[src/sv/ptt_pkg.sv]
// Shared constants, codes and interface types of the periodic task timer bank.
package ptt_pkg;

    localparam int CHANNELS     = 8;
    localparam int PERIOD_BITS  = 16;
    localparam int CH_IDX_W     = (CHANNELS > 1) ? $clog2(CHANNELS) : 1;
    localparam int MASK_W       = 8;
    localparam int RESET_PERIOD = 1000;
    localparam logic [7:0] COUNT_MAX = 8'hFF;

    typedef enum logic [2:0] {
        CMD_TICK     = 3'd0,
        CMD_ALLOC    = 3'd1,
        CMD_SET_PER  = 3'd2,
        CMD_TEST_CLR = 3'd3,
        CMD_RD_TIME  = 3'd4,
        CMD_SW_START = 3'd5,
        CMD_ELAPSED  = 3'd6
    } t_cmd;

    typedef enum logic [2:0] {
        BOP_NONE  = 3'd0,
        BOP_STEP  = 3'd1,
        BOP_ALLOC = 3'd2,
        BOP_LOAD  = 3'd3,
        BOP_CLEAR = 3'd4
    } t_bank_op;

    typedef struct packed {
        t_bank_op                op;
        logic [CH_IDX_W-1:0]     idx;
        logic [PERIOD_BITS-1:0]  period;
        logic                    in_main;
    } t_bank_req;

    typedef struct packed {
        logic        fire;
        logic [7:0]  pending;
        logic        alloc_ok;
        logic [2:0]  alloc_idx;
    } t_bank_rsp;

endpackage

[src/sv/ptt_chan_bank.sv]
// Per-channel timer state with one shared countdown/update unit, one channel per cycle.
module ptt_chan_bank (
    input  logic               i_clk,
    input  logic               i_rst_n,
    input  ptt_pkg::t_bank_req i_req,
    output ptt_pkg::t_bank_rsp o_rsp
);
    import ptt_pkg::*;

    logic [CHANNELS-1:0]    r_used;
    logic [CHANNELS-1:0]    r_main;
    logic [PERIOD_BITS-1:0] r_reload [CHANNELS];
    logic [PERIOD_BITS-1:0] r_cd     [CHANNELS];
    logic [7:0]             r_cnt    [CHANNELS];

    logic                   found_ok;
    logic [CH_IDX_W-1:0]    found_idx;
    logic [CH_IDX_W-1:0]    addr;
    logic [PERIOD_BITS-1:0] cd_rd;
    logic [7:0]             cnt_rd;
    logic                   cd_zero;

    // highest free slot wins
    always_comb begin
        found_ok  = 1'b0;
        found_idx = '0;
        for (int i = 0; i < CHANNELS; i++) begin
            if (!r_used[i]) begin
                found_ok  = 1'b1;
                found_idx = CH_IDX_W'(i);
            end
        end
    end

    assign addr    = (i_req.op == BOP_ALLOC) ? found_idx : i_req.idx;
    assign cd_rd   = r_cd[addr];
    assign cnt_rd  = r_cnt[addr];
    assign cd_zero = (cd_rd == '0);

    always_comb begin
        o_rsp.fire      = (i_req.op == BOP_STEP) && cd_zero && r_used[addr] && !r_main[addr];
        o_rsp.pending   = cnt_rd;
        o_rsp.alloc_ok  = found_ok;
        o_rsp.alloc_idx = 3'(found_idx);
    end

    always_ff @(posedge i_clk) begin
        if (!i_rst_n) begin
            r_used <= '0;
            r_main <= '0;
            for (int i = 0; i < CHANNELS; i++) begin
                r_reload[i] <= PERIOD_BITS'(RESET_PERIOD);
                r_cd[i]     <= '0;
                r_cnt[i]    <= '0;
            end
        end else begin
            case (i_req.op)
                BOP_STEP: begin
                    if (!cd_zero) begin
                        r_cd[addr] <= cd_rd - 1'b1;
                    end else begin
                        r_cd[addr] <= r_reload[addr];
                        if (cnt_rd != COUNT_MAX) begin
                            r_cnt[addr] <= cnt_rd + 8'd1;
                        end
                    end
                end
                BOP_ALLOC: begin
                    if (found_ok) begin
                        r_used[addr]   <= 1'b1;
                        r_main[addr]   <= i_req.in_main;
                        r_reload[addr] <= i_req.period;
                        r_cd[addr]     <= i_req.period;
                        r_cnt[addr]    <= '0;
                    end
                end
                BOP_LOAD: begin
                    r_reload[addr] <= i_req.period;
                    r_cd[addr]     <= i_req.period;
                    r_cnt[addr]    <= '0;
                end
                BOP_CLEAR: begin
                    r_cnt[addr] <= '0;
                end
                default: begin
                end
            endcase
        end
    end

endmodule

[src/sv/periodic_task_timer_bank_core.sv]
// Periodic task timer bank: top level, command sequencer, tick and stopwatch counters.
// Tick: one channel per cycle through the shared countdown unit;
// result strobed once the last channel has stepped, as busy drops for the next request.
// Other commands: executed in ST_EXEC, result strobed as it returns to idle; busy until then.
// Results are strobed for one cycle; the receiver cannot stall.
// Synchronous active-low reset clears all channels, tick time and stopwatch.
module periodic_task_timer_bank_core (
    input  logic        i_clk,
    input  logic        i_rst_n,
    input  logic        start,
    output logic        busy,
    input  logic [2:0]  i_cmd,
    input  logic [2:0]  i_channel,
    input  logic [15:0] i_period_ticks,
    input  logic        i_run_in_main,
    output logic        o_done,
    output logic [7:0]  o_fire_mask,
    output logic        o_alloc_ok,
    output logic [2:0]  o_alloc_index,
    output logic [7:0]  o_pending_count,
    output logic [31:0] o_time_value
);
    import ptt_pkg::*;

    typedef enum logic [2:0] {
        ST_IDLE = 3'b001,
        ST_TICK = 3'b010,
        ST_EXEC = 3'b100
    } t_state;

    t_state                 r_state;
    logic [CH_IDX_W-1:0]    r_idx;
    logic [2:0]             r_cmd;
    logic [2:0]             r_chan;
    logic [PERIOD_BITS-1:0] r_period;
    logic                   r_main;
    logic [MASK_W-1:0]      r_mask;
    logic [31:0]            r_tick_time;
    logic [31:0]            r_sw_start;

    logic                   r_done;
    logic [7:0]             r_fire_mask;
    logic                   r_alloc_ok;
    logic [2:0]             r_alloc_index;
    logic [7:0]             r_pending;
    logic [31:0]            r_time_value;

    logic [MASK_W-1:0]      n_mask;
    logic                   chan_ok;
    logic                   last_idx;
    t_bank_req              req;
    t_bank_rsp              rsp;

    assign busy     = (r_state != ST_IDLE);
    assign chan_ok  = (32'(r_chan) < CHANNELS);
    assign last_idx = (r_idx == CH_IDX_W'(CHANNELS - 1));

    always_comb begin
        req.op      = BOP_NONE;
        req.idx     = CH_IDX_W'(r_chan);
        req.period  = r_period;
        req.in_main = r_main;
        if (r_state == ST_TICK) begin
            req.op  = BOP_STEP;
            req.idx = r_idx;
        end else if (r_state == ST_EXEC) begin
            case (r_cmd)
                CMD_ALLOC:    req.op = BOP_ALLOC;
                CMD_SET_PER:  req.op = chan_ok ? BOP_LOAD : BOP_NONE;
                CMD_TEST_CLR: req.op = chan_ok ? BOP_CLEAR : BOP_NONE;
                default:      req.op = BOP_NONE;
            endcase
        end
    end

    ptt_chan_bank u_bank (
        .i_clk   (i_clk),
        .i_rst_n (i_rst_n),
        .i_req   (req),
        .o_rsp   (rsp)
    );

    // channels at index 8 and up never show in the mask
    always_comb begin
        n_mask = r_mask;
        for (int j = 0; j < MASK_W; j++) begin
            if (rsp.fire && (32'(r_idx) == j)) begin
                n_mask[j] = 1'b1;
            end
        end
    end

    always_ff @(posedge i_clk) begin
        if (!i_rst_n) begin
            r_state     <= ST_IDLE;
            r_idx       <= '0;
            r_mask      <= '0;
            r_tick_time <= '0;
            r_sw_start  <= '0;
            r_done      <= 1'b0;
        end else begin
            r_done <= 1'b0;
            case (r_state)
                ST_IDLE: begin
                    if (start) begin
                        r_cmd    <= i_cmd;
                        r_chan   <= i_channel;
                        r_period <= PERIOD_BITS'(i_period_ticks);
                        r_main   <= i_run_in_main;
                        r_idx    <= '0;
                        r_mask   <= '0;
                        r_state  <= (i_cmd == CMD_TICK) ? ST_TICK : ST_EXEC;
                    end
                end
                ST_TICK: begin
                    r_mask <= n_mask;
                    r_idx  <= r_idx + 1'b1;
                    if (last_idx) begin
                        r_tick_time   <= r_tick_time + 32'd1;
                        r_done        <= 1'b1;
                        r_fire_mask   <= n_mask;
                        r_alloc_ok    <= 1'b0;
                        r_alloc_index <= '0;
                        r_pending     <= '0;
                        r_time_value  <= '0;
                        r_state       <= ST_IDLE;
                    end
                end
                ST_EXEC: begin
                    r_done        <= 1'b1;
                    r_fire_mask   <= '0;
                    r_alloc_ok    <= 1'b0;
                    r_alloc_index <= '0;
                    r_pending     <= '0;
                    r_time_value  <= '0;
                    case (r_cmd)
                        CMD_ALLOC: begin
                            r_alloc_ok    <= rsp.alloc_ok;
                            r_alloc_index <= rsp.alloc_ok ? rsp.alloc_idx : 3'd0;
                        end
                        CMD_TEST_CLR: r_pending    <= chan_ok ? rsp.pending : 8'd0;
                        CMD_RD_TIME:  r_time_value <= r_tick_time;
                        CMD_SW_START: r_sw_start   <= r_tick_time;
                        CMD_ELAPSED:  r_time_value <= r_tick_time - r_sw_start;
                        default: begin
                        end
                    endcase
                    r_state <= ST_IDLE;
                end
                default: r_state <= ST_IDLE;
            endcase
        end
    end

    assign o_done          = r_done;
    assign o_fire_mask     = r_fire_mask;
    assign o_alloc_ok      = r_alloc_ok;
    assign o_alloc_index   = r_alloc_index;
    assign o_pending_count = r_pending;
    assign o_time_value    = r_time_value;

endmodule
[config.mk]
export PLATFORM = sky130hd
export DESIGN_NAME = periodic_task_timer_bank_core
export DESIGN_NICKNAME = d
export VERILOG_FILES = /design/src/sv/ptt_pkg.sv /design/src/sv/ptt_chan_bank.sv /design/src/sv/periodic_task_timer_bank_core.sv
export SDC_FILE = /design/constraint.sdc
export NUM_CORES = 1
export LEC_CHECK = 0
export BUFFER_PORTS_ARGS = -buffer_cell sky130_fd_sc_hd__buf_4
export CAP_MARGIN = 20
export CORE_MARGIN = 4
export CORE_UTILIZATION = 50
export CTS_BUF_LIST = sky130_fd_sc_hd__clkbuf_4 sky130_fd_sc_hd__clkbuf_8
export DETAILED_ROUTE_END_ITERATION = 16
export HOLD_SLACK_MARGIN = 0.06
export PLACE_DENSITY = 0.66
export SLEW_MARGIN = 20
export SYNTH_ARGS = -nofsm -noshare
export SYNTH_HDL_FRONTEND = slang
export SYNTH_HIERARCHICAL = 1
export SYNTH_SLANG_ARGS = --single-unit
[constraint.sdc]
create_clock -name i_clk -period 7.4 [get_ports i_clk]
set_input_delay 0.74 -clock i_clk [delete_from_list [all_inputs] [get_ports i_clk]]
set_output_delay 0.74 -clock i_clk [all_outputs]
set_load 0.01 [all_outputs]
* After elaboration in Yosys (flattened, before gate mapping)
Memory sizes are Yosys's and may differ from the RTL's.
Cells that the tools add are included.
** Word-level totals
- Flip-flop bits (word level) :: 170
- Latch bits :: 0
- Memory bits (writable) :: 320
- Memory bits (read-only) :: 0
- Input bits :: 26
- Output and inout port bits :: 54
- Word-level logic and storage cells :: 187
- Memories kept :: 3
** Operators by class
- Add/subtract/negate cells :: 5
- $mul :: 0
- Div/mod/pow operators :: 0
- Order comparisons :: 2
- Equality and inequality tests :: 24
- Shifts and indexed selects :: 0
- Multiplexer cells :: 100
- Bitwise logic cells :: 8
- Reductions and logical operators :: 28
** Memories
- u_bank.r_cd :: words 8, width 16, rd ports 1, clocked after memory_dff 0, wr ports 8, line ptt_chan_bank.sv:13 : logic [PERIOD_BITS-1:0] r_cd [CHANNELS];
- u_bank.r_reload :: words 8, width 16, rd ports 1, clocked after memory_dff 0, wr ports 8, line ptt_chan_bank.sv:12 : logic [PERIOD_BITS-1:0] r_reload [CHANNELS];
- u_bank.r_cnt :: words 8, width 8, rd ports 1, clocked after memory_dff 0, wr ports 8, line ptt_chan_bank.sv:14 : logic [7:0] r_cnt [CHANNELS];
** Operators with widths (number)
- $pmux 32 s2 :: 2
- $mux 16 :: 6
- $mux 8 :: 8
- $mux 3 :: 18
- $mux 1 :: 50
- $pmux 8 s2 :: 3
- $add 32x1->32 const B :: 1
- $mux 32 :: 1
- $reduce_or 16->1 :: 2
- $sub 32x32->32 :: 1
- $eq 3x3->1 const B :: 9
- $eq 3x2->1 const B :: 7
- $pmux 3 s2 :: 3
- $logic_not 16->1 :: 1
- $sub 16x1->16 const B :: 1
- $eq 3x1->1 const B :: 4
- $logic_and 1x1->1 :: 12
- $reduce_and 2->1 :: 5
- $pmux 3 s3 :: 1
- $add 8x1->8 const B :: 1
- $bwmux 8 :: 1
- $ne 8x8->1 const B :: 1
- $or 8x8->8 :: 1
- $reduce_or 8->1 :: 1
- other kinds (14) :: 27

* Longest topological paths before layout
An unclocked memory read counts as a cell.
- Depth after elaboration :: 20
- Gate-level depth with buffers :: 23
- Gate-level depth less buffers :: 18

* By module
The synthesis kept the hierarchy.
** By module, submodules not included
- ptt_chan_bank :: times used 1, cells an instance 1440, area an instance 16657.2 µm², seq. area each 9929.5 µm²
- periodic_task_timer_bank_core :: times used 1, cells an instance 866, area an instance 7938.9 µm², seq. area each 3833.7 µm²

* Worst setup path after synthesis
OpenSTA, ideal clock, no wires.
- Path type :: register to register
- From :: register r_state[2]
- To :: memory u_bank.r_reload[3][0], enable pin
- Setup time :: 0.411 ns
- Data arrival time :: 4.795 ns
- Required time :: 6.989 ns
- Path slack :: 2.194 ns
- Cell stages (with the launch flop) :: 17
- Buffers on the path :: 7
- Clock period less this slack :: 5.206 ns
- Cell sequence :: dfxtp_1 nor3b_1 nor2b_1 o21a_1 or3b_1 buf_2 nand2b_2 o21ai_2 buf_6 buf_2 buf_2 buf_2 nor2_1 clkbuf_1 nand2_1 buf_1 o21ai_0
** RTL lines
- from (decl) :: line periodic_task_timer_bank_core.sv:31 : t_state r_state;
- from (signal assigned) :: line periodic_task_timer_bank_core.sv:112 : r_state <= (i_cmd == CMD_TICK) ? ST_TICK : ST_EXEC;
- to (decl) :: line ptt_chan_bank.sv:12

==> summary.json <==
{
  "crit_path_max_fanout": 19,
  "first_global_vias": 18766,
  "finalSetupTns_ns": 0,
  "core_area_sq_um": 48700,
  "clkLatencyLatePin_ns": 0.68,
  "postCtsSetupBuffers": 0,
  "final_routed_drc_violation_total": 0,
  "clock_tree.root_cell": "sky130_fd_sc_hd__clkbuf_8",
  "synth_edf_count": 395,
  "wl_um": 74800,
  "post_cts_resized": 0,
  "crit_path_start_kind": "register",
  "fmaxAchievable_mhz": 146,
  "drtAntennaViolNets": 0,
  "final-instance-count-excl-fill": 3109,
  "synthDistinctLibCells": 109,
  "worst-slew-pin-transition_ns": 1.12,
  "design.final.nets": 2448,
  "layout-drive-gt1-share": 0.154,
  "p_leak_nw": 9.98,
  "slew_viol_final": 0,
  "relSlewSlack": 0.253,
  "setup_repair_after_global_routing_missed_its_margin": "false",
  "min_path_type": "input pin to register",
  "tritoncts_num_sinks": 490,
  "clkPwrFrac": 0.421,
  "fp-row-count": 81,
  "starting_utilization_of_the_core_area": 0.505,
  "chipHeight_um": 230,
  "die_w_um": 230,
  "synthesis.instances": 2306,
  "max_capacitance_violation_count": 0,
  "comb_power_share": 0.067,
  "io_pins": 80,
  "finalWeightedCongestion": 0.979,
  "cts_tree": "done",
  "grt_first_pass_wirelength_um": 113000,
  "overflow": 0,
  "maximum_number_of_pins_on_one_net_before_global_route_repair": 73,
  "layout-area-overhead-vs-synth_pct": 12.6,
  "period_minus_slack_ns": 6.86,
  "detailed_place_hpwl_um": 49900,
  "synth.yosys.seq_area_share": 0.560,
  "synthFlopType": "sky130_fd_sc_hd__edfxtp_1",
  "clk_path_buf_depth": 3,
  "diodes": 0,
  "first_iter_violations": 2003,
  "antenna_found_initial": 1,
  "power.total_mw": 5.97,
  "wl_per_cell_um": 24.1,
  "postSynthAreaPerCell_sq_um": 10.7,
  "synth-async-reset-ratio": 0,
  "layout_worst_path_cycle_share": 0.928,
  "global_route.usage.total": 0.277,
  "num_vias": 19164,
  "clk_pin_slew_worst_paths_ns": 0.06,
  "ff2ff_setup_slack_ns": 0.54,
  "setup_violations": 0,
  "intPower_mw": 4.53,
  "outcome": "complete, no violations",
  "fin_skew_ns": 0.0275,
  "total_switching_power_mw": 1.44,
  "drt_first_pass_iters": 6,
  "worst_setup_path_end_kind": "register",
  "cts-htree-levels": 3,
  "swShare": 0.241,
  "power_frac_seq": 0.513,
  "count_of_warnings_emitted_by_yosys": 6,
  "yosys_register_bits": 490,
  "worstSetupPathType": "register to register",
  "p_per_area_nw_per_um2": 216,
  "cp.arrival_ns": 7.45,
  "required_ns": 7.99,
  "dp_cells": 2958,
  "post_cts_hold_buffer_count": 0,
  "hold_violations": 0,
  "fp.dieArea_sq_um": 52800,
  "tritoncts.num_buffers": 83,
  "postSynthNetCount": 2375,
  "post_drt_via_cell_ratio": 6.16,
  "max-vdd-ir-drop_mv": 0.184,
  "place.port_buffers": 79,
  "mappedNetlistArea_sq_um": 24600
}
[registers in the layout, indices dropped and copies added (netlist names)]
register / count
u_bank/r_cd: 128
u_bank/r_reload: 128
u_bank/r_cnt: 64
o_time_value: 32
r_sw_start: 32
r_tick_time: 32
r_period: 16
o_fire_mask: 8
o_pending_count: 8
r_mask: 8
u_bank/r_main: 8
u_bank/r_used: 8
o_alloc_index: 3
r_chan: 3
r_cmd: 3
r_idx: 3
r_state: 3
o_alloc_ok: 1
o_done: 1
r_main: 1
[synth_stat cells (11+ instances only)]
master                     number  share of area
sky130_fd_sc_hd__a211oi_1      23         0.0070
sky130_fd_sc_hd__a21o_1        13         0.0040
sky130_fd_sc_hd__a21oi_1      118          0.024
sky130_fd_sc_hd__a221o_1       17         0.0069
sky130_fd_sc_hd__a222oi_1      21         0.0085
sky130_fd_sc_hd__a22oi_1       31         0.0095
sky130_fd_sc_hd__a31oi_1       28         0.0071
sky130_fd_sc_hd__and2_1        30         0.0076
sky130_fd_sc_hd__and3_1       101          0.026
sky130_fd_sc_hd__and4_1        12         0.0043
sky130_fd_sc_hd__buf_2         30         0.0061
sky130_fd_sc_hd__clkbuf_1     105          0.016
sky130_fd_sc_hd__dfxtp_1       95          0.077
sky130_fd_sc_hd__edfxtp_1     395           0.48
sky130_fd_sc_hd__ha_1          42          0.021
sky130_fd_sc_hd__inv_1         61         0.0093
sky130_fd_sc_hd__mux2_2        15         0.0069
sky130_fd_sc_hd__mux2i_1       34          0.014
sky130_fd_sc_hd__nand2_1      240          0.037
sky130_fd_sc_hd__nand2b_1      24         0.0061
sky130_fd_sc_hd__nand3_1       60          0.012
sky130_fd_sc_hd__nand4_1       30         0.0076
sky130_fd_sc_hd__nor2_1       236          0.036
sky130_fd_sc_hd__nor2b_1       38         0.0097
sky130_fd_sc_hd__nor3_1        58          0.012
sky130_fd_sc_hd__nor3b_1       11         0.0034
sky130_fd_sc_hd__o211ai_1      23         0.0070
sky130_fd_sc_hd__o21ai_0       80          0.016
sky130_fd_sc_hd__o21bai_1      16         0.0049
sky130_fd_sc_hd__or3_1         58          0.015
sky130_fd_sc_hd__xnor2_1       33          0.012
sky130_fd_sc_hd__xor2_1        31          0.011
[worst paths after layout]
path | from | endpoint | depth (start not counted)
max | r_state[2]$_SDFFE_PN0P_ | r_mask[0]$_SDFFE_PN0P_ | 17
min | i_period_ticks[6] | r_period[6]$_DFFE_PP_ | 1
max reg2reg | r_state[2]$_SDFFE_PN0P_ | r_mask[0]$_SDFFE_PN0P_ | 17
min reg2reg | r_sw_start[18]$_SDFFE_PN0P_ | r_sw_start[18]$_SDFFE_PN0P_ | 2
[critical path: stages (launching register included)]
cell                       delay (ns)
sky130_fd_sc_hd__dfxtp_1         0.41
sky130_fd_sc_hd__nor3b_2         0.23
sky130_fd_sc_hd__nor2b_1         0.25
sky130_fd_sc_hd__and3_1          0.54
sky130_fd_sc_hd__or3b_1          0.66
sky130_fd_sc_hd__nor3_1          0.14
sky130_fd_sc_hd__buf_4           0.24
sky130_fd_sc_hd__nor2_1          0.78
sky130_fd_sc_hd__a31oi_1         0.20
sky130_fd_sc_hd__a211oi_1        0.73
sky130_fd_sc_hd__and4_1          0.46
sky130_fd_sc_hd__nand4_1         0.51
sky130_fd_sc_hd__nor3_1          0.67
sky130_fd_sc_hd__buf_4           0.28
sky130_fd_sc_hd__nor2b_1         0.26
sky130_fd_sc_hd__and2_1          0.21
sky130_fd_sc_hd__a22oi_1         0.08
sky130_fd_sc_hd__nor2_1          0.13
[kinds of logic (layout without fill, tap and decap cells)]
logic type,after synthesis,in the layout,share of synthesized area
mux,52,52,0.0231
buf+inv,213,352,0.0355
simple gates,959,959,0.197
compound gates,485,485,0.140
xor+xnor,64,64,0.0228
flops,490,490,0.560
fa+ha+maj,43,43,0.0222
[power by group through the flow]
stage / registers [mW] / clock network (mW) / logic, mW
floorplan: 3.10 / 0 / 0.237
global placement: 3.12 / 0 / 0.388
detailed placement: 3.12 / 0 / 0.392
CTS: 3.06 / 2.56 / 0.394
global route: 3.06 / 2.68 / 0.419
finish: 3.06 / 2.51 / 0.400
[per-stage QoR]
stage | utilization | instance area, sq um | worst slack [ns] | hold slack (ns)
final | 0.568 | 27700 | 0.536 | 0.243
after global routing | 0.568 | 27700 | 0.247 | 0.196
after CTS | 0.568 | 27700 | 0.719 | 0.189
after detailed placement | 0.533 | 26000 | 0.728 | 0.447
after global placement | 0.532 | 25900 | 0.830 | 0.441
after floorplan | - | 24600 | 2.19 | 0.436
[cell type report]
type,count,area [sq um]
clock buffers,118,1470
clock inverters,33,254
fillers,4140,21100
inverters,62,233
multi-input cells,1603,10100
flip-flops and latches,490,13800
well taps,664,831
repair buffers,139,1050
[placed cells by master (no fill, tap or decap), types with 15 or more instances in the layout]
cell / instances
sky130_fd_sc_hd__o211ai_1: 23
sky130_fd_sc_hd__nor3_1: 57
sky130_fd_sc_hd__and3_1: 101
sky130_fd_sc_hd__a31oi_1: 28
sky130_fd_sc_hd__nand3_1: 60
sky130_fd_sc_hd__nor2b_1: 38
sky130_fd_sc_hd__o21bai_1: 16
sky130_fd_sc_hd__clkbuf_8: 93
sky130_fd_sc_hd__a21oi_1: 118
sky130_fd_sc_hd__dfxtp_1: 95
sky130_fd_sc_hd__nand2b_1: 24
sky130_fd_sc_hd__nor2_1: 233
sky130_fd_sc_hd__buf_4: 138
sky130_fd_sc_hd__mux2_2: 15
sky130_fd_sc_hd__nand2_1: 239
sky130_fd_sc_hd__and2_1: 30
sky130_fd_sc_hd__edfxtp_1: 395
sky130_fd_sc_hd__a221o_1: 17
sky130_fd_sc_hd__a222oi_1: 21
sky130_fd_sc_hd__mux2i_1: 33
sky130_fd_sc_hd__a211oi_1: 23
sky130_fd_sc_hd__clkbuf_4: 25
sky130_fd_sc_hd__inv_1: 61
sky130_fd_sc_hd__o21ai_0: 71
sky130_fd_sc_hd__xor2_1: 31
sky130_fd_sc_hd__a22oi_1: 31
sky130_fd_sc_hd__xnor2_1: 33
sky130_fd_sc_hd__ha_1: 42
sky130_fd_sc_hd__or3_1: 58
sky130_fd_sc_hd__nand4_1: 30
[routing by layer]
layer	global-route usage	part of all wire	up-vias
met4	0.121	0.047	2
met3	0.0470	0.074	214
met2	0.469	0.48	933
met1	0.352	0.40	9284
met5	0	0.00017	-
li1	-	-	8731
No activity file was read; power rests on OpenSTA's default activity.
